## src/design/wdr_pkg.sv

```systemverilog
// shared types and constants for the windowed discounted return unit
package wdr_pkg;

  localparam int unsigned GAMMA_W   = 17;
  localparam int unsigned SAMPLE_W  = 32;
  localparam int unsigned SUM_W     = 37;
  localparam int unsigned FRAC_W    = 16;
  localparam int unsigned PROD_W    = SAMPLE_W + GAMMA_W + 1;

  localparam logic [GAMMA_W-1:0] GAMMA_ONE = 17'h10000;

  typedef enum logic [2:0] {
    ST_IDLE,
    ST_LOAD,
    ST_TERM,
    ST_WGT,
    ST_WNEW,
    ST_OUT
  } wdr_state_t;

endpackage

```

## src/design/windowed_discounted_return_unit.sv

```systemverilog
// top level of the windowed discounted return unit
//
// Reward samples (signed Q16.16) arrive on the in_ channel, the final sample of a stream
// flagged by in_last_sample. Results (signed Q21.16) leave on the out_ channel; each is
// the sum of the next WINDOW samples from one position, weighted by gamma^j, where gamma
// is written on the cfg_ channel (unsigned Q1.16, values above 1.0 act as 1.0).
// Up to WINDOW samples are held in a circular buffer. An item that fills the buffer gives
// one result for the oldest sample; a last item flushes every held sample, oldest first,
// each window cut at the end of the stream, and only the final one has out_last_result.
// An item that gives no result leaves in_ready high. Each result walks its window through one
// shared 32x18 multiplier, each term in turn as term product, weight update and weight
// load, and a flush walks one window per held sample. in_ready is low meanwhile.
// A finished result sits in an output register; the next result is computed while it
// waits, and the walk stalls only when a second result is ready before the receiver
// takes the first. The cfg_ channel is always ready.
// Reset empties the buffer, drops any pending result and sets gamma to 1.0.
module windowed_discounted_return_unit
  import wdr_pkg::*;
#(
  parameter int unsigned WINDOW = 24
) (
  input  logic                       clk,
  input  logic                       rst_n,
  input  logic                       in_valid,
  output logic                       in_ready,
  input  logic signed [SAMPLE_W-1:0] in_reward_sample,
  input  logic                       in_last_sample,
  output logic                       out_valid,
  input  logic                       out_ready,
  output logic signed [SUM_W-1:0]    out_discounted_sum,
  output logic                       out_last_result,
  input  logic                       cfg_valid,
  output logic                       cfg_ready,
  input  logic [GAMMA_W-1:0]         cfg_discount_factor
);

  localparam int unsigned IW = (WINDOW > 1) ? $clog2(WINDOW) : 1;
  localparam int unsigned CW = $clog2(WINDOW + 1);
  localparam int unsigned SW = IW + 1;
  localparam int unsigned AW = 54 + $clog2(WINDOW);

  function automatic logic [IW-1:0] ptr_inc(input logic [IW-1:0] p);
    logic [IW-1:0] r;
    if (p == IW'(WINDOW - 1)) begin
      r = '0;
    end else begin
      r = p + 1'b1;
    end
    return r;
  endfunction

  wdr_state_t state_r, state_nxt;

  logic [GAMMA_W-1:0]         gamma_r;
  logic [CW-1:0]              count_r, count_nxt;
  logic [IW-1:0]              head_r, head_nxt;
  logic [IW-1:0]              start_r, start_nxt;
  logic [IW-1:0]              rd_ptr_r, rd_ptr_nxt;
  logic [CW-1:0]              len_r, len_nxt;
  logic [CW-1:0]              term_left_r, term_left_nxt;
  logic [CW-1:0]              results_left_r, results_left_nxt;
  logic                       flush_r, flush_nxt;
  logic [GAMMA_W-1:0]         w_r, w_nxt;
  logic signed [AW-1:0]       acc_r, acc_nxt;
  logic signed [PROD_W-1:0]   prod_r, prod_nxt;
  logic signed [SAMPLE_W-1:0] mem_q_r;
  logic                       out_valid_r, out_valid_nxt;
  logic signed [SUM_W-1:0]    out_sum_r;
  logic                       out_last_r;

  logic signed [SAMPLE_W-1:0] mem [WINDOW];

  logic                       in_xfer;
  logic                       out_free;
  logic                       gives_result;
  logic                       rd_en;
  logic [IW-1:0]              rd_addr;
  logic [SW-1:0]              wr_sum;
  logic [IW-1:0]              wr_addr;
  logic [GAMMA_W-1:0]         gamma_eff;
  logic signed [SAMPLE_W-1:0] mul_a;
  logic [GAMMA_W-1:0]         mul_b;
  logic signed [PROD_W-1:0]   mul_p;

  assign in_ready  = (state_r == ST_IDLE);
  assign cfg_ready = 1'b1;
  assign in_xfer   = in_valid && in_ready;
  assign out_free  = !out_valid_r || out_ready;
  assign gives_result = in_last_sample || (count_r == CW'(WINDOW - 1));

  assign out_valid          = out_valid_r;
  assign out_discounted_sum = out_sum_r;
  assign out_last_result    = out_last_r;

  assign gamma_eff = (gamma_r > GAMMA_ONE) ? GAMMA_ONE : gamma_r;

  assign wr_sum  = SW'(head_r) + SW'(count_r);
  assign wr_addr = (wr_sum >= SW'(WINDOW)) ? IW'(wr_sum - SW'(WINDOW)) : IW'(wr_sum);

  assign rd_en   = (state_r == ST_LOAD) || (state_r == ST_TERM);
  assign rd_addr = (state_r == ST_LOAD) ? start_r : rd_ptr_r;

  // shared multiplier: sample times weight, or weight times gamma
  always_comb begin
    if (state_r == ST_WGT) begin
      mul_a = $signed({{(SAMPLE_W - GAMMA_W){1'b0}}, w_r});
      mul_b = gamma_eff;
    end else begin
      mul_a = mem_q_r;
      mul_b = w_r;
    end
  end

  assign mul_p = PROD_W'(mul_a) * PROD_W'($signed({1'b0, mul_b}));

  always_ff @(posedge clk) begin
    if (in_xfer) begin
      mem[wr_addr] <= in_reward_sample;
    end
    if (rd_en) begin
      mem_q_r <= mem[rd_addr];
    end
  end

  always_comb begin
    state_nxt = state_r;
    unique case (state_r)
      ST_IDLE: begin
        if (in_xfer && gives_result) begin
          state_nxt = ST_LOAD;
        end
      end
      ST_LOAD: state_nxt = ST_TERM;
      ST_TERM: state_nxt = ST_WGT;
      ST_WGT:  state_nxt = ST_WNEW;
      ST_WNEW: begin
        if (term_left_r == '0) begin
          state_nxt = ST_OUT;
        end else begin
          state_nxt = ST_TERM;
        end
      end
      ST_OUT: begin
        if (out_free) begin
          state_nxt = (results_left_r == CW'(1)) ? ST_IDLE : ST_LOAD;
        end
      end
      default: state_nxt = ST_IDLE;
    endcase
  end

  always_comb begin
    count_nxt        = count_r;
    head_nxt         = head_r;
    start_nxt        = start_r;
    rd_ptr_nxt       = rd_ptr_r;
    len_nxt          = len_r;
    term_left_nxt    = term_left_r;
    results_left_nxt = results_left_r;
    flush_nxt        = flush_r;
    w_nxt            = w_r;
    acc_nxt          = acc_r;
    prod_nxt         = prod_r;
    out_valid_nxt    = out_valid_r && !out_ready;
    unique case (state_r)
      ST_IDLE: begin
        if (in_xfer) begin
          start_nxt = head_r;
          flush_nxt = in_last_sample;
          if (in_last_sample) begin
            len_nxt          = count_r + 1'b1;
            results_left_nxt = count_r + 1'b1;
            count_nxt        = '0;
          end else if (count_r == CW'(WINDOW - 1)) begin
            len_nxt          = CW'(WINDOW);
            results_left_nxt = CW'(1);
            head_nxt         = ptr_inc(head_r);
          end else begin
            count_nxt = count_r + 1'b1;
          end
        end
      end
      ST_LOAD: begin
        rd_ptr_nxt    = ptr_inc(start_r);
        term_left_nxt = len_r;
        w_nxt         = GAMMA_ONE;
        acc_nxt       = '0;
      end
      ST_TERM: begin
        prod_nxt   = mul_p;
        rd_ptr_nxt = ptr_inc(rd_ptr_r);
      end
      ST_WGT: begin
        acc_nxt       = acc_r + AW'(prod_r);
        prod_nxt      = mul_p;
        term_left_nxt = term_left_r - 1'b1;
      end
      ST_WNEW: begin
        w_nxt = prod_r[FRAC_W +: GAMMA_W];
      end
      ST_OUT: begin
        if (out_free) begin
          out_valid_nxt    = 1'b1;
          start_nxt        = ptr_inc(start_r);
          len_nxt          = len_r - 1'b1;
          results_left_nxt = results_left_r - 1'b1;
        end
      end
      default: begin
        out_valid_nxt = 1'b0;
      end
    endcase
  end

  always_ff @(posedge clk) begin
    if (!rst_n) begin
      state_r        <= ST_IDLE;
      gamma_r        <= GAMMA_ONE;
      count_r        <= '0;
      head_r         <= '0;
      results_left_r <= '0;
      term_left_r    <= '0;
      flush_r        <= 1'b0;
      out_valid_r    <= 1'b0;
    end else begin
      state_r        <= state_nxt;
      count_r        <= count_nxt;
      head_r         <= head_nxt;
      results_left_r <= results_left_nxt;
      term_left_r    <= term_left_nxt;
      flush_r        <= flush_nxt;
      out_valid_r    <= out_valid_nxt;
      if (cfg_valid && cfg_ready) begin
        gamma_r <= cfg_discount_factor;
      end
    end
  end

  always_ff @(posedge clk) begin
    start_r  <= start_nxt;
    rd_ptr_r <= rd_ptr_nxt;
    len_r    <= len_nxt;
    w_r      <= w_nxt;
    acc_r    <= acc_nxt;
    prod_r   <= prod_nxt;
    if (state_r == ST_OUT && out_free) begin
      out_sum_r  <= acc_r[FRAC_W +: SUM_W];
      out_last_r <= flush_r && (results_left_r == CW'(1));
    end
  end

`ifndef SYNTHESIS
  a_count_bound: assert property (@(posedge clk) disable iff (!rst_n)
    count_r <= CW'(WINDOW - 1))
    else $error("held sample count above window minus one");

  a_last_empties: assert property (@(posedge clk) disable iff (!rst_n)
    in_xfer && in_last_sample |=> count_r == '0)
    else $error("last transfer did not empty the buffer");

  a_term_pending: assert property (@(posedge clk) disable iff (!rst_n)
    state_r == ST_TERM |-> term_left_r != '0)
    else $error("term step with no term left");

  a_out_from_seq: assert property (@(posedge clk) disable iff (!rst_n)
    $rose(out_valid_r) |-> $past(state_r) == ST_OUT)
    else $error("result raised outside the output step");

  a_flush_count: assert property (@(posedge clk) disable iff (!rst_n)
    state_r == ST_OUT && !flush_r |-> results_left_r == CW'(1))
    else $error("single result pass with more than one result left");
`endif

endmodule
```

## config.mk

```make
export PLATFORM = sky130hd
export DESIGN_NAME = windowed_discounted_return_unit
export DESIGN_NICKNAME = d
export VERILOG_FILES = /design/src/design/wdr_pkg.sv /design/src/design/windowed_discounted_return_unit.sv
export SDC_FILE = /design/constraint.sdc
export NUM_CORES = 2
export LEC_CHECK = 0
export ABC_AREA = 1
export BUFFER_PORTS_ARGS = -buffer_cell sky130_fd_sc_hd__buf_2
export CAP_MARGIN = 20
export CORE_ASPECT_RATIO = 0.7
export CORE_MARGIN = 1
export CORE_UTILIZATION = 28
export CTS_CLUSTER_SIZE = 20
export DETAILED_ROUTE_END_ITERATION = 6
export GPL_TIMING_DRIVEN = 0
export PLACE_DENSITY = 0.41
export SETUP_SLACK_MARGIN = 0.05
export SYNTH_ARGS = -nofsm -noshare
export SYNTH_HDL_FRONTEND = slang
export SYNTH_SLANG_ARGS = --single-unit
```

## constraint.sdc

```tcl
create_clock -name clk -period 7.7 [get_ports clk]
set_clock_uncertainty 0.1 [all_clocks]
set_input_delay 1.155 -clock clk [delete_from_list [all_inputs] [get_ports clk]]
set_output_delay 1.155 -clock clk [all_outputs]
set_load 0.01 [all_outputs]
```

==> impl_metrics.tcl <==
set metrics [dict create \
    wirelength_mm 252 \
    synth_top_area_cell "edfxtp_1" \
    ys_top_cells_by_area "edfxtp_1 44%, fa_1 16%, inv_1 9.3%, nand2_1 8.4%, nand3_1 6.0%" \
    cts-buffers-inserted 112 \
    yosysSeqAreaShare 0.448 \
    cp.depth 28 \
    whs_ps 377 \
    die_w_um 587 \
    rsz0062_at_grt "no" \
    routed_via_density 4.73 \
    timing.reg2reg.setup_slack_ps 160 \
    ys_ff_latch 1015 \
    netlist_instances 7421 \
    status "finished, final reports clean" \
    grt.total_usage 0.206 \
    synth_fp_nets 8182 \
    timing.critical_path.from "state_r[2]" \
    period_share 0.979 \
    clkTransAtPathRegs_ps 60 \
    drt_pre_antenna_iters 6 \
    cp_max_fo 10 \
    criticalPathCategory "register to register" \
    numClockSinks 1015 \
    syn_area_mm2 0.0671 \
    yosys_warnings 0 \
    worst_pin_slew_ps 1280 \
    hpwlAfterDp_mm 198 \
    chipHeight_um 412 \
    rows 149 \
    critPathTopFamily "adder cells" \
    clk_latency_ps 800 \
    fillers 24700 \
    clockBufferDepth 3 \
    drc 0 \
    avgSynthCellArea_um2 9.04 \
    slew_headroom 0.145 \
    max_freq_mhz 133 \
    cts_tree "done" \
    grt.overflow.total 0 \
    crit_slowest_cell "fa_1" \
    synth_edf_count 973 \
    crit_required_ps 8040 \
    cp_slowest_stage_delay_ps 620 \
    cp-endpoint "prod_r[38]" \
    area_delta_synth_final_pct 15.2 \
    final_max_slew_viol_count 0 \
    hold_class "register to register" \
    dr.first_iter.drc_count 5577 \
    grt_pass1_vias 48900 \
    fin_nets 8451 \
    end_kind "register" \
    start_util 0.283 \
    io_pins 96 \
    dieArea_mm2 0.242 \
    fin_crit_ps 7540 \
    final_hold_viol_count 0 \
    num_vias 51800 \
    routedWlPerCell_um 23.0 \
    cp-start-kind "register" \
    root_buffer "clkbuf_16" \
    cts_htree_levels 3 \
    numPortBuffers 93 \
    place_congestion 0.932 \
    layout-drive-gt1-share 0.0874 \
    grt_pass1_wl_mm 360 \
    netlist.area_leader.share 0.435 \
    grt_max_degree 38 \
    synth_cell_type_count 44 \
    setup_viol 0 \
    fin_tns_setup_ps 0 \
    rr_startpoint "state_r[2]" \
    most-common-layout-cells "1634 x inv_1, 1474 x nand2_1, 973 x edfxtp_1" \
    synthFlopType "edfxtp_1" \
    core_mm2 0.237 \
    cpMostUsedCell "fa_1" \
    layout.cells.most_common "inv_1" \
    path_buf_inv 9 \
    antenna_found_initial 16 \
    holdPathStages 2 \
    reg2reg_to "prod_r[38]" \
    hp-start "flush_r" \
    cap_violations 0 \
    critPathArrivalTime_ps 7880 \
    worst-r2r-cell-count 28 \
    synthArstFlopShare 0 \
    ant_nets 0 \
]
==> layer usage <==
| metal | global-route usage | vias to the layer above | wire length, um |
|---|---|---|---|
| li1 | - | 23900 | - |
| met1 | 0.345 | 26000 | 136000 |
| met2 | 0.269 | 1715 | 94300 |
| met3 | 0.0380 | 172 | 19300 |
| met4 | 0.0294 | 10 | 2980 |
| met5 | 0 | - | 60 |
==> worst min-delay path by stage <==
| stage | end | slack, ps |
|---|---|---|
| finish | flush_r | 380 |
| global route | out_discounted_sum[29] | 420 |
| CTS | flush_r | 370 |
| detailed placement | flush_r | 360 |
| global placement | flush_r | 360 |
| floorplan | out_discounted_sum[0] | 330 |
==> cell type report <==
type / count / area, um^2 / area share
diodes: 5 / 12.5 / 0.000162
plain buffers: 285 / 1460 / 0.0189
clock buffers: 133 / 2880 / 0.0373
clock inverters: 71 / 898 / 0.0116
inverters: 1667 / 6300 / 0.0816
multi-input cells: 4453 / 30300 / 0.392
flip-flops and latches: 1015 / 30100 / 0.389
well taps: 3171 / 3970 / 0.0513
repair buffers: 156 / 1380 / 0.0179
==> through the flow <==
step / worst slack, ps / cells / instance area [um^2] / utilization
floorplan: 1190 / 7421 / 67100 / -
global placement: -1480 / 10700 / 71500 / 0.302
detailed placement: -1460 / 10700 / 72300 / 0.305
CTS: 39.0 / 10900 / 76700 / 0.324
global route: 38.8 / 11000 / 77300 / 0.326
finish: 162 / 11000 / 77300 / 0.326
==> flip-flops by register name (all words and copies together) (netlist names) <==
signal	count
mem	768
count_r	5
head_r	5
out_discounted_sum	37
prod_r	50
results_left_r	5
start_r	5
state_r	3
gamma_r	17
term_left_r	5
acc_r	53
out_valid	1
len_r	5
rd_ptr_r	5
out_last_result	1
w_r	17
flush_r	1
mem_q_r	32
==> repair_timing <==
action / 4_1_cts / 5_1_grt
setup endpoints to repair: 40 / 34
resized for setup: 153 / 136
gates cloned: 0 / 0
hold buffers: 0 / 0
pin swaps: 5 / 11
setup buffers: 14 / 20
==> Yosys cell counts (7+ instances only) <==
master and number:
xnor2_1 15, nand3b_1 66, buf_1 17, o22ai_1 8, o21bai_1 16, nand2_1 1505
dfxtp_1 42, o211ai_1 36, edfxtp_1 973, o21ai_0 189, o21ai_2 9, inv_1 1660
nand3_1 798, nor2_1 630, ha_1 183, nand4_1 20, a21oi_1 297, buf_4 17
nor3_1 24, o21a_1 7, xor2_1 34, clkbuf_1 128, buf_2 124, o21ai_1 53
fa_1 523
==> logic make-up after synthesis <==
family                   Yosys count  share of synthesized area
other                              1                  0.0000559
AND/OR/NAND/NOR                 3067                      0.192
XOR/XNOR                          49                    0.00640
buffers and inverters           1953                      0.113
AO/OA/AOI/OAI                    630                     0.0504
flip-flops                      1015                      0.448
adder cells (fa/ha/maj)          706                      0.190
==> worst reg2reg max path, delay by kind of cell, from the launching register on <==
family | cells | cell delay (ps)
buf+inv | 9 | 1310
fa+ha+maj | 7 | 3660
simple gates | 12 | 1760
flops | 1 | 410
Power is left out: the tool's default activity adds up to more than one toggle a clock period on the data nets, which glitch-free logic cannot reach.
